--- config.mk ---
export PLATFORM = sky130hd
export DESIGN_NAME = prime_gap_encoder
export DESIGN_NICKNAME = d
export VERILOG_FILES = /design/src/sv/pge_pkg.sv /design/src/sv/prime_gap_encoder.sv /design/src/sv/pge_coder.sv
export VERILOG_INCLUDE_DIRS = /design/src /design/src/sv
export SDC_FILE = /design/constraint.sdc
export NUM_CORES = 1
export LEC_CHECK = 0
export ABC_AREA = 1
export BUFFER_PORTS_ARGS = -buffer_cell sky130_fd_sc_hd__clkbuf_2
export CAP_MARGIN = 0
export CORE_AREA = 2 2 133 264
export CTS_CLUSTER_DIAMETER = 200
export DETAILED_ROUTE_END_ITERATION = 12
export DIE_AREA = 0 0 135 266
export GPL_TIMING_DRIVEN = 0
export PLACE_DENSITY = 0.7
export SYNTH_ARGS = -nofsm -noshare
export SYNTH_HDL_FRONTEND = slang
export SYNTH_HIERARCHICAL = 1
export SYNTH_SLANG_ARGS = --single-unit
export TNS_END_PERCENT = 20
--- constraint.sdc ---
create_clock -name clk_i -period 9.35 [get_ports clk_i]
set_input_delay 0.4675 -clock clk_i [delete_from_list [all_inputs] [get_ports clk_i]]
set_output_delay 0.4675 -clock clk_i [all_outputs]
set_load 0.02 [all_outputs]
--- src/sv/prime_gap_encoder_defines.svh ---
// ----------------------------------------------------------------------------
// Prime gap encoder assertion macros
// Shared assertion shorthands for the prime gap encoder RTL.
// ----------------------------------------------------------------------------
`ifndef PRIME_GAP_ENCODER_DEFINES_SVH
`define PRIME_GAP_ENCODER_DEFINES_SVH

// same-cycle implication, disabled while reset is asserted
`define PGE_ASSERT_NOW(label, clk, rst_n, ante, cons) \
  label: assert property (@(posedge clk) disable iff (!rst_n) (ante) |-> (cons)) \
    else $error("prime_gap_encoder: same-cycle check failed");

// next-cycle implication, disabled while reset is asserted
`define PGE_ASSERT_NEXT(label, clk, rst_n, ante, cons) \
  label: assert property (@(posedge clk) disable iff (!rst_n) (ante) |=> (cons)) \
    else $error("prime_gap_encoder: next-cycle check failed");

`endif

--- src/sv/pge_pkg.sv ---
// ----------------------------------------------------------------------------
// Prime gap encoder package
// Types, constants and the CRC / gap table functions.
// ----------------------------------------------------------------------------
package pge_pkg;

  localparam int VALUE_BITS  = 32;
  localparam int VALUE_BYTES = (VALUE_BITS + 7) / 8;
  localparam int CODE_W      = 40;
  localparam int LEN_W       = 6;
  localparam int CRC_W       = 32;
  localparam int DATA_W      = 32;

  localparam logic [DATA_W-1:0] VALUE_MASK = 32'hFFFF_FFFF >> (32 - VALUE_BITS);
  localparam logic [CRC_W-1:0]  CRC_POLY   = 32'hEDB8_8320;
  localparam logic [CRC_W-1:0]  CRC_INIT   = 32'hFFFF_FFFF;

  // tier codes (high nibble of a gap table entry)
  localparam logic [3:0] TIER_NONE = 4'h0;
  localparam logic [3:0] TIER_1    = 4'h1;
  localparam logic [3:0] TIER_2    = 4'h2;
  localparam logic [3:0] TIER_3    = 4'h3;

  localparam logic [7:0] ESC_PREFIX   = 8'hFF;
  localparam logic [7:0] SHORT_PREFIX = 8'hFE;
  localparam logic [3:0] TIER2_PREFIX = 4'hC;
  localparam logic [6:0] TIER3_PREFIX = 7'h78;

  typedef enum logic [1:0] {
    STAT_GAP = 2'd0,
    STAT_END = 2'd1,
    STAT_ERR = 2'd2
  } status_e;

  typedef enum logic {
    MODE_VALUE = 1'b0,
    MODE_END   = 1'b1
  } mode_e;

  typedef struct packed {
    logic [CODE_W-1:0] code;
    logic [LEN_W-1:0]  len;
  } pge_code_t;

  // gap table: tier in high nibble, data in low nibble
  function automatic logic [7:0] gap_entry(input logic [3:0] d);
    logic [7:0] r;
    case (d)
      4'd1:    r = {TIER_2, 4'h0};
      4'd2:    r = {TIER_2, 4'h1};
      4'd3:    r = {TIER_1, 4'h0};
      4'd4:    r = {TIER_3, 4'h0};
      4'd5:    r = {TIER_1, 4'h2};
      4'd6:    r = {TIER_1, 4'h1};
      4'd7:    r = {TIER_3, 4'h1};
      4'd8:    r = {TIER_3, 4'h2};
      4'd9:    r = {TIER_2, 4'h2};
      4'd10:   r = {TIER_3, 4'h3};
      4'd11:   r = {TIER_3, 4'h4};
      4'd12:   r = {TIER_3, 4'h5};
      4'd15:   r = {TIER_3, 4'h6};
      default: r = {TIER_NONE, 4'h0};
    endcase
    return r;
  endfunction

  // reflected CRC-32 over the value bytes, low byte first
  function automatic logic [CRC_W-1:0] crc_value(input logic [CRC_W-1:0] crc,
                                                 input logic [DATA_W-1:0] v);
    logic [CRC_W-1:0] c;
    c = crc;
    for (int b = 0; b < VALUE_BYTES; b++) begin
      c = c ^ {24'd0, v[8*b +: 8]};
      for (int k = 0; k < 8; k++) begin
        c = c[0] ? ((c >> 1) ^ CRC_POLY) : (c >> 1);
      end
    end
    return c;
  endfunction

endpackage

--- src/sv/prime_gap_encoder.sv ---
// ----------------------------------------------------------------------------
// Prime gap encoder
// Checks a rising prime list, codes each halved gap, keeps a CRC-32.
// ----------------------------------------------------------------------------
//  channel  | dir | tdata                                        | tuser
//  s_axis   | in  | value[31:0]                                  | mode
//  m_axis   | out | code[39:0] len[45:40] crc[77:46] mism[78]    | status[1:0]
//
//  One request per cycle sustained while results are taken; requests pass the
//  input register, then the result register. Gap coding and the four-byte CRC
//  sit between the two. Primes 2 and 3 produce no result. Reset clears all control
//  and presets the CRC. A stalled result holds in the output register while the input
//  register takes the next request; the input side stalls only when both are full.
// ----------------------------------------------------------------------------
`include "prime_gap_encoder_defines.svh"

module prime_gap_encoder (
  input  logic        clk_i,
  input  logic        rst_ni,
  input  logic        s_axis_tvalid_i,
  output logic        s_axis_tready_o,
  input  logic [31:0] s_axis_tdata_i,   // value[31:0]
  input  logic        s_axis_tuser_i,   // mode
  output logic        m_axis_tvalid_o,
  input  logic        m_axis_tready_i,
  output logic [79:0] m_axis_tdata_o,   // code[39:0], len[45:40], crc[77:46], mism[78]
  output logic [1:0]  m_axis_tuser_o    // status[1:0]
);

  // input register
  logic                       in_valid_q;
  logic                       in_mode_q;
  logic [pge_pkg::DATA_W-1:0] in_value_q;
  logic                       in_go;

  // block state
  logic [pge_pkg::DATA_W-1:0] prev_q, prev_d;
  logic [pge_pkg::CRC_W-1:0]  crc_q, crc_d;
  logic                       stopped_q, stopped_d;

  // result register
  logic                         out_valid_q, out_valid_d;
  pge_pkg::status_e             out_status_q, out_status_d;
  logic [pge_pkg::CODE_W-1:0]   out_code_q, out_code_d;
  logic [pge_pkg::LEN_W-1:0]    out_len_q, out_len_d;
  logic [pge_pkg::CRC_W-1:0]    out_crc_q, out_crc_d;
  logic                         out_mism_q, out_mism_d;

  pge_pkg::pge_code_t         gap_code;
  logic [pge_pkg::CRC_W-1:0]  crc_fin;
  logic                       bad_value;

  assign in_go           = in_valid_q && (!out_valid_q || m_axis_tready_i);
  assign s_axis_tready_o = !in_valid_q || in_go;

  always_ff @(posedge clk_i or negedge rst_ni) begin
    if (!rst_ni) begin
      in_valid_q <= 1'b0;
    end else if (s_axis_tready_o) begin
      in_valid_q <= s_axis_tvalid_i;
    end
  end

  always_ff @(posedge clk_i) begin
    if (s_axis_tready_o && s_axis_tvalid_i) begin
      in_mode_q  <= s_axis_tuser_i;
      in_value_q <= s_axis_tdata_i;
    end
  end

  pge_coder u_coder (
    .value_i (in_value_q),
    .prev_i  (prev_q),
    .code_o  (gap_code)
  );

  assign crc_fin   = ~crc_q;
  assign bad_value = ((in_value_q & ~pge_pkg::VALUE_MASK) != '0)
                  || ((prev_q != '0) ? (in_value_q <= prev_q)
                                     : (in_value_q != pge_pkg::DATA_W'(2)));

  always_comb begin
    prev_d       = prev_q;
    crc_d        = crc_q;
    stopped_d    = stopped_q;
    out_valid_d  = out_valid_q && !m_axis_tready_i;
    out_status_d = out_status_q;
    out_code_d   = out_code_q;
    out_len_d    = out_len_q;
    out_crc_d    = out_crc_q;
    out_mism_d   = out_mism_q;
    if (in_go) begin
      out_valid_d  = 1'b1;
      out_status_d = pge_pkg::STAT_ERR;
      out_code_d   = '0;
      out_len_d    = '0;
      out_crc_d    = '0;
      out_mism_d   = 1'b0;
      if (stopped_q) begin
        stopped_d = 1'b1;
      end else if (in_mode_q == pge_pkg::MODE_END) begin
        stopped_d = 1'b1;
        if (prev_q != '0) begin
          out_status_d = pge_pkg::STAT_END;
          out_code_d   = pge_pkg::CODE_W'(pge_pkg::ESC_PREFIX) << pge_pkg::VALUE_BITS;
          out_len_d    = pge_pkg::LEN_W'(8 + pge_pkg::VALUE_BITS);
          out_crc_d    = crc_fin;
          out_mism_d   = (crc_fin != in_value_q);
        end
      end else if (bad_value) begin
        stopped_d = 1'b1;
      end else begin
        crc_d  = pge_pkg::crc_value(crc_q, in_value_q);
        prev_d = in_value_q;
        if (in_value_q <= pge_pkg::DATA_W'(3)) begin
          // first primes only feed the CRC
          out_valid_d = 1'b0;
        end else begin
          out_status_d = pge_pkg::STAT_GAP;
          out_code_d   = gap_code.code;
          out_len_d    = gap_code.len;
        end
      end
    end
  end

  always_ff @(posedge clk_i or negedge rst_ni) begin
    if (!rst_ni) begin
      prev_q      <= '0;
      crc_q       <= pge_pkg::CRC_INIT;
      stopped_q   <= 1'b0;
      out_valid_q <= 1'b0;
    end else begin
      prev_q      <= prev_d;
      crc_q       <= crc_d;
      stopped_q   <= stopped_d;
      out_valid_q <= out_valid_d;
    end
  end

  always_ff @(posedge clk_i) begin
    out_status_q <= out_status_d;
    out_code_q   <= out_code_d;
    out_len_q    <= out_len_d;
    out_crc_q    <= out_crc_d;
    out_mism_q   <= out_mism_d;
  end

  assign m_axis_tvalid_o = out_valid_q;
  assign m_axis_tuser_o  = out_status_q;
  assign m_axis_tdata_o  = {1'b0, out_mism_q, out_crc_q, out_len_q, out_code_q};

  `PGE_ASSERT_NEXT(a_stop_sticky, clk_i, rst_ni, stopped_q, stopped_q)
  `PGE_ASSERT_NEXT(a_crc_hold, clk_i, rst_ni, !in_go, $stable(crc_q) && $stable(prev_q))
  `PGE_ASSERT_NOW(a_err_clean, clk_i, rst_ni,
    out_valid_q && out_status_q == pge_pkg::STAT_ERR,
    out_len_q == '0 && out_crc_q == '0 && !out_mism_q)
  `PGE_ASSERT_NOW(a_gap_len, clk_i, rst_ni,
    out_valid_q && out_status_q == pge_pkg::STAT_GAP,
    out_len_q == 6'd2 || out_len_q == 6'd4 || out_len_q == 6'd7 ||
    out_len_q == 6'd16 || out_len_q == 6'd40)
  `PGE_ASSERT_NEXT(a_end_stops, clk_i, rst_ni,
    in_go && in_mode_q == pge_pkg::MODE_END, stopped_q)

endmodule

--- src/sv/pge_coder.sv ---
// ----------------------------------------------------------------------------
// Prime gap coder
// Maps a prime and its predecessor to the prefix codeword for half the gap.
// ----------------------------------------------------------------------------
module pge_coder (
  input  logic [pge_pkg::DATA_W-1:0] value_i,
  input  logic [pge_pkg::DATA_W-1:0] prev_i,
  output pge_pkg::pge_code_t         code_o
);

  logic [pge_pkg::DATA_W-1:0] diff;
  logic [pge_pkg::DATA_W-2:0] half;
  logic [7:0]                 entry;
  logic                       small_gap;

  assign diff      = value_i - prev_i;
  assign half      = diff[pge_pkg::DATA_W-1:1];
  assign small_gap = (half[pge_pkg::DATA_W-2:4] == '0);
  assign entry     = small_gap ? pge_pkg::gap_entry(half[3:0]) : 8'h00;

  always_comb begin
    code_o = '0;
    unique case (entry[7:4])
      pge_pkg::TIER_1: begin
        code_o.code = pge_pkg::CODE_W'(entry[1:0]);
        code_o.len  = pge_pkg::LEN_W'(2);
      end
      pge_pkg::TIER_2: begin
        code_o.code = pge_pkg::CODE_W'(pge_pkg::TIER2_PREFIX | entry[3:0]);
        code_o.len  = pge_pkg::LEN_W'(4);
      end
      pge_pkg::TIER_3: begin
        code_o.code = pge_pkg::CODE_W'(pge_pkg::TIER3_PREFIX | {3'd0, entry[3:0]});
        code_o.len  = pge_pkg::LEN_W'(7);
      end
      default: begin
        if (half[pge_pkg::DATA_W-2:8] == '0) begin
          code_o.code = pge_pkg::CODE_W'({pge_pkg::SHORT_PREFIX, half[7:0]});
          code_o.len  = pge_pkg::LEN_W'(16);
        end else begin
          // long escape carries the prime itself
          code_o.code = (pge_pkg::CODE_W'(pge_pkg::ESC_PREFIX) << pge_pkg::VALUE_BITS)
                      | pge_pkg::CODE_W'(value_i & pge_pkg::VALUE_MASK);
          code_o.len  = pge_pkg::LEN_W'(8 + pge_pkg::VALUE_BITS);
        end
      end
    endcase
  end

endmodule

Word-level counts from Yosys, hierarchy flattened
Memory sizes are Yosys's and may differ from the RTL's.
Cells that the tools add are included.
Widths: inputs -> output; s select.
{"block": "word_totals", "wordCells": 131, "regBits": 181, "mem_count": 1, "rom_bits": 80}
{"memory": "(no name shown)", "depth": 16, "width": 5, "read_ports": 1, "rd_clocked_by_memory_dff": 0, "wr": 0, "line_no": "pge_pkg.sv:48", "source": "case (d)"}
{"block": "op_classes", "n_bitwise": 41, "muxes": 56, "magnitude_cmp": 2, "n_addsub": 1, "eq_ne": 5, "n_reduce_logical": 13}
{"operator": "$mux 32", "n": 32}
{"operator": "$not 13->14", "n": 32}
{"operator": "$mux 40", "n": 4}
{"operator": "$pmux 46 s3", "n": 1}
{"operator": "$xor 32x8->32", "n": 4}
{"operator": "$mux 46", "n": 1}
{"operator": "$le 32x2->1 const B", "n": 1}
{"operator": "$le 32x32->1", "n": 1}
{"operator": "$ne 32x2->1 const B", "n": 1}
{"operator": "$ne 32x32->1", "n": 1}
{"operator": "$not 32->32", "n": 1}
{"operator": "$reduce_bool 32->1", "n": 1}
{"operator": "$sub 32x32->32", "n": 1}
{"operator": "$logic_not 27->1", "n": 1}
{"operator": "$mux 6", "n": 4}
{"operator": "$logic_not 23->1", "n": 1}
{"operator": "$mux 1", "n": 9}
{"operator": "$eq 4x2->1 const B", "n": 2}
{"operator": "$mux 2", "n": 4}
{"operator": "$mux 8", "n": 1}
{"operator": "$eq 4x1->1 const B", "n": 1}
{"operator": "$not 1->1", "n": 4}
{"operator": "$reduce_and 4->1", "n": 1}
{"operator": "$logic_and 1x1->1", "n": 3}
{"operator": "3 further kinds", "n": 6}

Depth between registers and ports, before layout
Gate-level depths: netlist (run 1).
{"block": "logic_depth", "depth_word": 68, "ltp_mapped": 29, "ltp_nobuf": 29}

Modules after synthesis
Netlist (run 1), hierarchy kept.
{"module": "prime_gap_encoder", "seq_area_each_um2": 5139.9, "cells_per_inst": 1778, "n_inst": 1, "area_each_um2": 13191.4}
{"module": "pge_coder", "seq_area_each_um2": 0.0, "cells_per_inst": 745, "n_inst": 1, "area_each_um2": 3509.6}

Worst setup path before layout (run 1)
Ideal clock, no wire load.
{"block": "synth_timing", "path_kind": "in2reg", "startpoint": "input m_axis_tready_i", "endpoint": "register crc_q[0] (netlist name)", "path_buffers": 2, "setup_ns": 0.079, "required_ns": 9.271, "arrival_ns": 3.201, "cell_stages": 10, "setup_slack_ns": 6.070, "path_cell_list": "inv_1 -> nand2_1 -> nand2_1 -> inv_1 -> nand3_1 -> buf_4 -> clkbuf_1 -> a21oi_1 -> o21ai_0 -> o21ai_0"}
{"block": "synth_between", "elab_chain_len": 3}
{"item": "start: declaration", "line_no": "prime_gap_encoder.sv:25", "source": "input logic m_axis_tready_i,"}
{"item": "$logic_or 1x1->1", "line_no": "prime_gap_encoder.sv:53", "source": "assign in_go = in_valid_q && (!out_valid_q || m_axis_tready_i);"}
{"item": "$logic_and 1x1->1", "line_no": "prime_gap_encoder.sv:53"}
{"item": "named net in_go", "line_no": "prime_gap_encoder.sv:34", "source": "logic in_go;"}
{"item": "$reduce_and 4->1 (no line)"}
{"item": "end signal: assignment", "line_no": "prime_gap_encoder.sv:130", "source": "crc_q <= pge_pkg::CRC_INIT;"}
{"item": "end signal: assignment", "line_no": "prime_gap_encoder.sv:135", "source": "crc_q <= crc_d;"}
{"item": "end: declaration", "line_no": "prime_gap_encoder.sv:38", "source": "logic [pge_pkg::CRC_W-1:0] crc_q, crc_d;"}
The timed path passes the listed nets, and every way through them passes these cells.
A chain may end at the register's enable or synchronous reset.

==> impl_summary.log, run 1 <==
INFO  metric post_synth_num_cell_types = 57
INFO  metric cts.sink_count = about 180
INFO  metric core.rowCount = 96
INFO  metric grt_start_max_net_pins = 84
INFO  metric post_route_cells_drive_above_1_share = 0.1506
INFO  metric hold_viol = 0
INFO  metric die-area = 0.03591 mm^2
INFO  metric timing.critical_path.to_type = flip-flop
INFO  metric synth-warning-count = 6
INFO  metric async_s_r_ff_share_synth = 0.3702
INFO  metric dominantRegCellSynth = sky130_fd_sc_hd__edfxtp_1
INFO  metric cts.clk_slew.worst_paths = ~80 ps
INFO  metric drt_pre_antenna_iters = 5
INFO  metric post_detail_place_hpwl = 51080 um
INFO  metric cp_cell_sequence = ha_1 -> nand2_1 -> nor2_2 -> inv_1 -> nor2_1 -> nand3b_1 -> nand4_1 -> nand2_1 -> inv_1 -> nand2_1 -> nor2_2 -> nand2_1 -> nor2_1 -> nand2_1 -> a21oi_1 -> nor2_1 -> buf_4 -> nand2_1 -> nand2_1
INFO  metric dr.first_iter.drc_count = 1155
INFO  metric number_of_buffers_created_by_cts = 17
INFO  metric place.gp.congestion = around 1.1
INFO  metric cp_max_fo = 10
INFO  metric floorplan.initialDensity = 0.4896
INFO  metric post_synthesis_cell_area = 0.01670 mm^2
INFO  metric h-tree-depth = 4
INFO  metric postSynthCellCount = 2523
INFO  metric synth-edff-count = 114
INFO  metric mappedNetlistNets = 2629
INFO  metric synth.ff_latch_count = 181
INFO  metric core-area = 0.03411 mm^2
INFO  metric fin_crit_sh = 0.4423
INFO  metric post_route_antenna_net_violation_count = 0
INFO  metric grt_overflow_total = 0
INFO  metric r2r_setup_slack = 5210 ps
INFO  metric rsz_0062_raised_after_global_routing = no
INFO  metric syn_avg_cell_area = 6.620 um^2
INFO  metric diodes = 0
INFO  metric antenna_violations_before_repair = 0
INFO  metric count_of_unresolved_drc_violations_after_routing = 0
INFO  metric dr_total_vias = 16830
INFO  metric overall_die_width = 135 um
INFO  metric global_route.usage.total = 0.3501
INFO  metric worst_path_max_delay_cell = sky130_fd_sc_hd__edfxtp_1
INFO  metric nNetsFinal = 2769
INFO  metric vias_per_cell = 5.399
INFO  metric worstSetupStartpointType = flip-flop
INFO  metric ys_top_cells_by_area = sky130_fd_sc_hd__nand2_1 (21%), sky130_fd_sc_hd__edfxtp_1 (20%), sky130_fd_sc_hd__inv_1 (8.3%)
INFO  metric area_growth = 10.77%
INFO  metric postCtsSetupRepairBufs = 0
INFO  metric grt_pass1_wl = 92140 um
INFO  metric max_stage_delay = a little under 700 ps
INFO  metric holdCritPathClass = primary input to flip-flop
INFO  metric first_global_vias = 16178
INFO  metric max_freq = roughly 0.24 GHz
INFO  metric seq_area_frac_synth = 0.3078
INFO  metric fin_skew = 15.35 ps
INFO  metric tightest_slew = ~1200 ps
INFO  metric tritoncts = done
INFO  metric run_status = completed
INFO  metric final.setup.tns = 0 ps
INFO  metric timing.critical_path.buf_inv = 3
INFO  metric cts_root_buf = sky130_fd_sc_hd__clkbuf_16
INFO  metric worst_path_most_repeated_cell = sky130_fd_sc_hd__nand2_1
INFO  metric worstSetupPathType = flip-flop to flip-flop
INFO  metric netlist.area_leader.share = 0.2142
INFO  metric worst_ep_arrival_time = 4340 ps
INFO  metric relative_slew_slack = 0.1727
INFO  metric cap_violations = 0
INFO  metric port_buffers = 119
INFO  metric fillCellCount = 3361
INFO  metric drt-wirelength-per-cell = 20.12 um
INFO  metric path_delay_family = simple AND/OR/NAND/NOR gates
INFO  metric routed_wirelength = around 63000 um
INFO  metric floorplan.io_pins = 121
INFO  metric final-setup-viol-count = 0
INFO  metric maxSlewViolCount = 0
INFO  metric finalWorstPathRequiredPeriod = 4136 ps
INFO  metric critical_path_required = between 9000 and 10000 ps
INFO  metric ctsLongestPathBuffers = 2
INFO  metric clock_latency = 460 ps
INFO  metric die_h = 266 um
INFO  metric yosys.area.top_type = sky130_fd_sc_hd__nand2_1
[worst paths after layout]
path                       cells past startpoint        endpoint               start
max                                           19  out_code_q[38]      in_value_q[12]
min                                            1  in_value_q[13]  s_axis_tdata_i[13]
max reg2reg                                   19  out_code_q[38]      in_value_q[12]
min reg2reg                                    2       crc_q[15]           crc_q[15]
max in group asynchronous                      3        crc_q[9]              rst_ni
min in group asynchronous                      2       stopped_q              rst_ni
[stage by stage]
stage	cell area, um^2	hold WS [ps]	cells	util	worst slack (ps)
4_1_cts	18500	176.1	3117	0.5423	5332
3_3_place_gp	17850	480.9	3083	0.5232	4988
5_1_grt	18500	175.0	3117	0.5423	5057
3_5_place_dp	17880	318.8	3084	0.5242	5331
6_report	18500	180.9	3117	0.5423	5214
2_1_floorplan	16700	171.9	2523	-	6070
[worst register-to-register path, cell delays in order (launching register included)]
cell	delay [ps]
sky130_fd_sc_hd__edfxtp_1	690
sky130_fd_sc_hd__ha_1	530
sky130_fd_sc_hd__nand2_1	140
sky130_fd_sc_hd__nor2_2	170
sky130_fd_sc_hd__inv_1	90
sky130_fd_sc_hd__nor2_1	290
sky130_fd_sc_hd__nand3b_1	250
sky130_fd_sc_hd__nand4_1	150
sky130_fd_sc_hd__nand2_1	70
sky130_fd_sc_hd__inv_1	50
sky130_fd_sc_hd__nand2_1	50
sky130_fd_sc_hd__nor2_2	160
sky130_fd_sc_hd__nand2_1	70
sky130_fd_sc_hd__nor2_1	270
sky130_fd_sc_hd__nand2_1	210
sky130_fd_sc_hd__a21oi_1	210
sky130_fd_sc_hd__nor2_1	180
sky130_fd_sc_hd__buf_4	180
sky130_fd_sc_hd__nand2_1	50
sky130_fd_sc_hd__nand2_1	60
[cell families (layout without fill, tap and decap cells)]
family	after synthesis	count (layout)	share of synthesized area
AO/OA/AOI/OAI	120	120	0.04143
XOR/XNOR	117	117	0.06316
flip-flops	181	181	0.3078
buffers and inverters	440	593	0.1056
other	1	1	0.0002245
AND/OR/NAND/NOR	1595	1595	0.4297
adder cells (fa/ha/maj)	69	69	0.05214
[state kept, by name, summed over array words and instances, names as in the netlist]
name,cells
out_code_q,40
m_axis_tvalid_o,1
in_value_q,32
in_valid_q,1
stopped_q,1
out_crc_q,32
m_axis_tuser_o,2
prev_q,32
out_len_q,6
crc_q,32
out_mism_q,1
in_mode_q,1
[placed cells by master, fill, tap and decap left out, types with 8 or more instances in the layout]
cell	count
sky130_fd_sc_hd__nand2_1	953
sky130_fd_sc_hd__inv_1	367
sky130_fd_sc_hd__nand3_1	256
sky130_fd_sc_hd__nor2_1	166
sky130_fd_sc_hd__clkbuf_2	118
sky130_fd_sc_hd__edfxtp_1	114
sky130_fd_sc_hd__nand2_2	87
sky130_fd_sc_hd__xor2_1	81
sky130_fd_sc_hd__ha_1	68
sky130_fd_sc_hd__o21ai_0	53
sky130_fd_sc_hd__a21oi_1	35
sky130_fd_sc_hd__dfrtp_1	35
sky130_fd_sc_hd__nand2_4	32
sky130_fd_sc_hd__xnor2_1	32
sky130_fd_sc_hd__dfstp_2	32
sky130_fd_sc_hd__inv_2	21
sky130_fd_sc_hd__nand4_1	20
sky130_fd_sc_hd__nor4_1	19
sky130_fd_sc_hd__clkbuf_1	19
sky130_fd_sc_hd__clkbuf_16	17
sky130_fd_sc_hd__nand3_2	15
sky130_fd_sc_hd__buf_4	14
sky130_fd_sc_hd__nor2_2	14
sky130_fd_sc_hd__inv_4	8
[routing by layer]
metal | part of all wire | wire length (um) | up-vias | global-route usage
met4 | 0.12 | 7454 | 0 | 0.3395
met3 | 0.048 | 2993 | 279 | 0.04890
met5 | 0 | 0 | - | 0
met2 | 0.53 | 33020 | 654 | 0.6544
met1 | 0.31 | 19250 | 7728 | 0.3074
li1 | - | - | 8169 | -
[area by class of cell]
class                           count  area (um^2)  share of cell area
Multi-Input combinational cell   1902         9797              0.5296
Sequential cell                   181         5140              0.2778
Inverter                          401         1530             0.08272
Timing Repair Buffer              121        635.6             0.03436
Tap cell                          441        551.8             0.02983
Clock buffer                       18        429.2             0.02320
Buffer                             39        236.5             0.01278
Clock inverter                     14        178.9            0.009672
[synthesized netlist by cell type (6+ instances only)]
library cell / number
sky130_fd_sc_hd__a21oi_1: 35
sky130_fd_sc_hd__buf_4: 14
sky130_fd_sc_hd__clkbuf_1: 18
sky130_fd_sc_hd__dfrtp_1: 35
sky130_fd_sc_hd__dfstp_2: 32
sky130_fd_sc_hd__edfxtp_1: 114
sky130_fd_sc_hd__ha_1: 68
sky130_fd_sc_hd__inv_1: 369
sky130_fd_sc_hd__inv_2: 20
sky130_fd_sc_hd__inv_4: 7
sky130_fd_sc_hd__nand2_1: 953
sky130_fd_sc_hd__nand2_2: 87
sky130_fd_sc_hd__nand2_4: 32
sky130_fd_sc_hd__nand3_1: 256
sky130_fd_sc_hd__nand3_2: 15
sky130_fd_sc_hd__nand3b_1: 6
sky130_fd_sc_hd__nand4_1: 20
sky130_fd_sc_hd__nor2_1: 166
sky130_fd_sc_hd__nor2_2: 14
sky130_fd_sc_hd__nor4_1: 19
sky130_fd_sc_hd__o21ai_0: 53
sky130_fd_sc_hd__xnor2_1: 32
sky130_fd_sc_hd__xor2_1: 81
[timing repair]
item	4_1_cts	5_1_grt
gates resized for setup	0	0
hold buffers	1	0
hold endpoints to repair	3	0
Power of run 1 is not shown: default switching activity piles up to over one toggle a cycle in this logic, so the estimate is an artifact.
==> inputs of run 2 (changes only) <==
clock period = 4.1 ns   (was 9.35 ns; I/O delays follow)
==> run 2 against run 1 <==
Net effect: flip-flop and latch count unchanged; critical path type unchanged; utilization is 1.5 points higher; clock-buffer cell count stayed put; largest cell class unchanged; first-iteration DRC count is 7.3% lower; non-clock buffer count is 54 higher; fmax is 4.5% higher; die area stayed put.
==> impl_summary.log, run 2 (same netlist as run 1, synthesis figures left out) <==
INFO  metric tightest_slew = 1240 ps (+10.12 ps)
INFO  metric final-setup-viol-count = 0 (unchanged)
INFO  metric core.rowCount = 96 (unchanged)
INFO  metric first_global_vias = 16391 (+1.3%)
INFO  metric timing.reg2reg.worst_path_depth = 15 (-4)
INFO  metric tritoncts = done
INFO  metric grt.met1_usage = 0.3081 (+0.0006978)
INFO  metric routed_wirelength = 63110 um (+0.62%)
INFO  metric cp_cell_sequence = ha_1 -> nand2_1 -> nor2_1 -> nand4_1 -> nor4_1 -> nand2_1 -> nand2_1 -> nand2_1 -> nand2_1 -> nand3_1 -> inv_1 -> buf_2 -> buf_2 -> nand3_1 -> nand2_1
INFO  metric placed_cells_incl_taps = 3084 (unchanged)
INFO  metric worst_path_max_delay_cell = sky130_fd_sc_hd__edfxtp_1
INFO  metric grt_start_max_net_pins = 84 (unchanged)
INFO  metric fin_crit_sh = 0.9649 (+0.5226)
INFO  metric die-area = 0.03591 mm^2 (unchanged)
INFO  metric floorplan.initialDensity = 0.4896 (unchanged)
INFO  metric port_buffers = 119 (unchanged)
INFO  metric cts_root_buf = sky130_fd_sc_hd__clkbuf_16
INFO  metric dr.first_iter.drc_count = 1071 (-7.3%)
INFO  metric vias_per_cell = 5.355 (-0.82%)
INFO  metric grt_overflow_total = 0 (unchanged)
INFO  metric cts.sink_count = 181 (unchanged)
INFO  metric worst_slack = 143.7 ps (-5071 ps)
INFO  metric clock_latency = 460 ps (about the same)
INFO  metric cp_max_fo = 10 (unchanged)
INFO  metric floorplan.io_pins = 121 (unchanged)
INFO  metric worstSetupPathType = flip-flop to flip-flop
INFO  metric worst_ep_arrival_time = 4360 ps (+20 ps)
INFO  metric overall_die_width = 135 um (unchanged)
INFO  metric fin_skew = 14.71 ps (-0.6423 ps)
INFO  metric mostFrequentLayoutCells = sky130_fd_sc_hd__nand2_1 (953), sky130_fd_sc_hd__inv_1 (367), sky130_fd_sc_hd__nand3_1 (256)
INFO  metric h-tree-depth = 4 (unchanged)
INFO  metric layout.cells.most_common = sky130_fd_sc_hd__nand2_1
INFO  metric min_path_cells = 4 (+3)
INFO  metric worstSetupStartpointType = flip-flop
INFO  metric final_core_util = 0.5573 (+0.01496)
INFO  metric cts.clk_slew.worst_paths = 80 ps (about the same)
INFO  metric routing_usage_on_met2 = 0.6554 (+0.0009604)
INFO  metric global_route.usage.met3 = 0.04795 (-0.0009513)
INFO  metric top_register = out_code_q
INFO  metric holdCritPathClass = primary input to flip-flop
INFO  metric ctsLongestPathBuffers = 2 (unchanged)
INFO  metric place.gp.congestion = 1.102 (unchanged)
INFO  metric drt-wirelength-per-cell = 19.90 um (-1.1%)
INFO  metric global_route.usage.total = 0.3517 (+0.001659)
INFO  metric dr_total_vias = 16981 (+0.90%)
INFO  metric count_of_unresolved_drc_violations_after_routing = 0 (unchanged)
INFO  metric post_route_antenna_net_violation_count = 0 (unchanged)
INFO  metric die_h = 266 um (unchanged)
INFO  metric max_freq = 0.2528 GHz (+4.5%)
INFO  metric worst_path_most_repeated_cell = sky130_fd_sc_hd__nand2_1
INFO  metric core-area = 0.03411 mm^2 (unchanged)
INFO  metric hold_viol = 0 (unchanged)
INFO  metric maxSlewViolCount = 0 (unchanged)
INFO  metric largest_register_ffs = 40 (unchanged)
INFO  metric timing.critical_path.to_type = flip-flop
INFO  metric nNetsFinal = 2823 (+2.0%)
INFO  metric post_place_setup_slack = 80.81 ps (-5250 ps)
INFO  metric diodes = 0 (unchanged)
INFO  metric grt_pass1_wl = 92710 um (+0.62%)
INFO  metric post_detail_place_hpwl = 51080 um (unchanged)
INFO  metric area_growth = 13.82%
INFO  metric max_stage_delay = 720 ps (+30 ps)
INFO  metric grt_peak_use_layer = met2
INFO  metric drt_pre_antenna_iters = 6 (+1)
INFO  metric final.setup.tns = 0 ps (unchanged)
INFO  metric number_of_buffers_created_by_cts = 17 (unchanged)
INFO  metric cap_violations = 0 (unchanged)
INFO  metric post_layout_cell_count = 3171 (+1.7%)
INFO  metric relative_slew_slack = 0.1659 (-0.006810)
INFO  metric critical_path_required = 4500 ps (-5050 ps)
INFO  metric finalWorstPathRequiredPeriod = 3956 ps (-179.4 ps)
INFO  metric run_status = completed
INFO  metric antenna_violations_before_repair = 0 (unchanged)
INFO  metric post_route_cells_drive_above_1_share = 0.1553 (+0.004713)
==> run 2: cell count changes in the layout (fill, tap and decap cells not counted), sizes merged <==
cell,delta
buf,+20
dlygate4sd3,+34
==> run 2: cell type report <==
type	instances	area (um^2)
repair buffers	175	1139
clock inverters	14	178.9
clock buffers	18	429.2
well taps	441	551.8
plain buffers	39	236.5
multi-input cells	1902	9804
fillers	3327	15100
flip-flops and latches	181	5140
inverters	401	1530
==> run 2: path summary, 6_finish.rpt <==
| path | from | end | slack [ps] |
|---|---|---|---|
| max in group asynchronous | rst_ni | crc_q[9] | 3410 |
| worst min register to register | crc_q[15] | crc_q[15] | 520 |
| worst max-delay path | in_value_q[29] | crc_q[14] | 140 |
| min in group asynchronous | rst_ni | stopped_q | 110 |
| worst min-delay path | m_axis_tready_i | m_axis_tvalid_o | 40 |
| worst max register to register | in_value_q[29] | crc_q[14] | 140 |
==> run 2: critical path: cells and delay by family (launching register included) <==
family,cells,cell delay (ps)
AND/OR/NAND/NOR,11,1870
adder cells (fa/ha/maj),1,460
buffers and inverters,3,860
flip-flops,1,720
==> run 2: through the flow <==
step | hold WS (ps) | instance area [um^2]
floorplan | -90.59 | 16700
global route | 69.75 | 19010
detailed placement | 56.34 | 17880
CTS | 41.00 | 18840
global placement | 382.0 | 17850
finish | 44.99 | 19010
==> run 2: what timing repair did <==
action,in CTS,in global routing
hold endpoints to repair,69,0
setup endpoints to repair,0,22
gates resized for setup,0,2
hold buffers,35,0
setup buffers,0,20
==> run 2: per-layer routing <==
| layer | routed length (um) | vias up |
|---|---|---|
| met5 | 0 | - |
| met4 | 7895 | 0 |
| met3 | 2849 | 299 |
| met2 | 33000 | 684 |
| met1 | 19370 | 7720 |
| li1 | - | 8278 |
Power of run 2 is left out for the same reason.
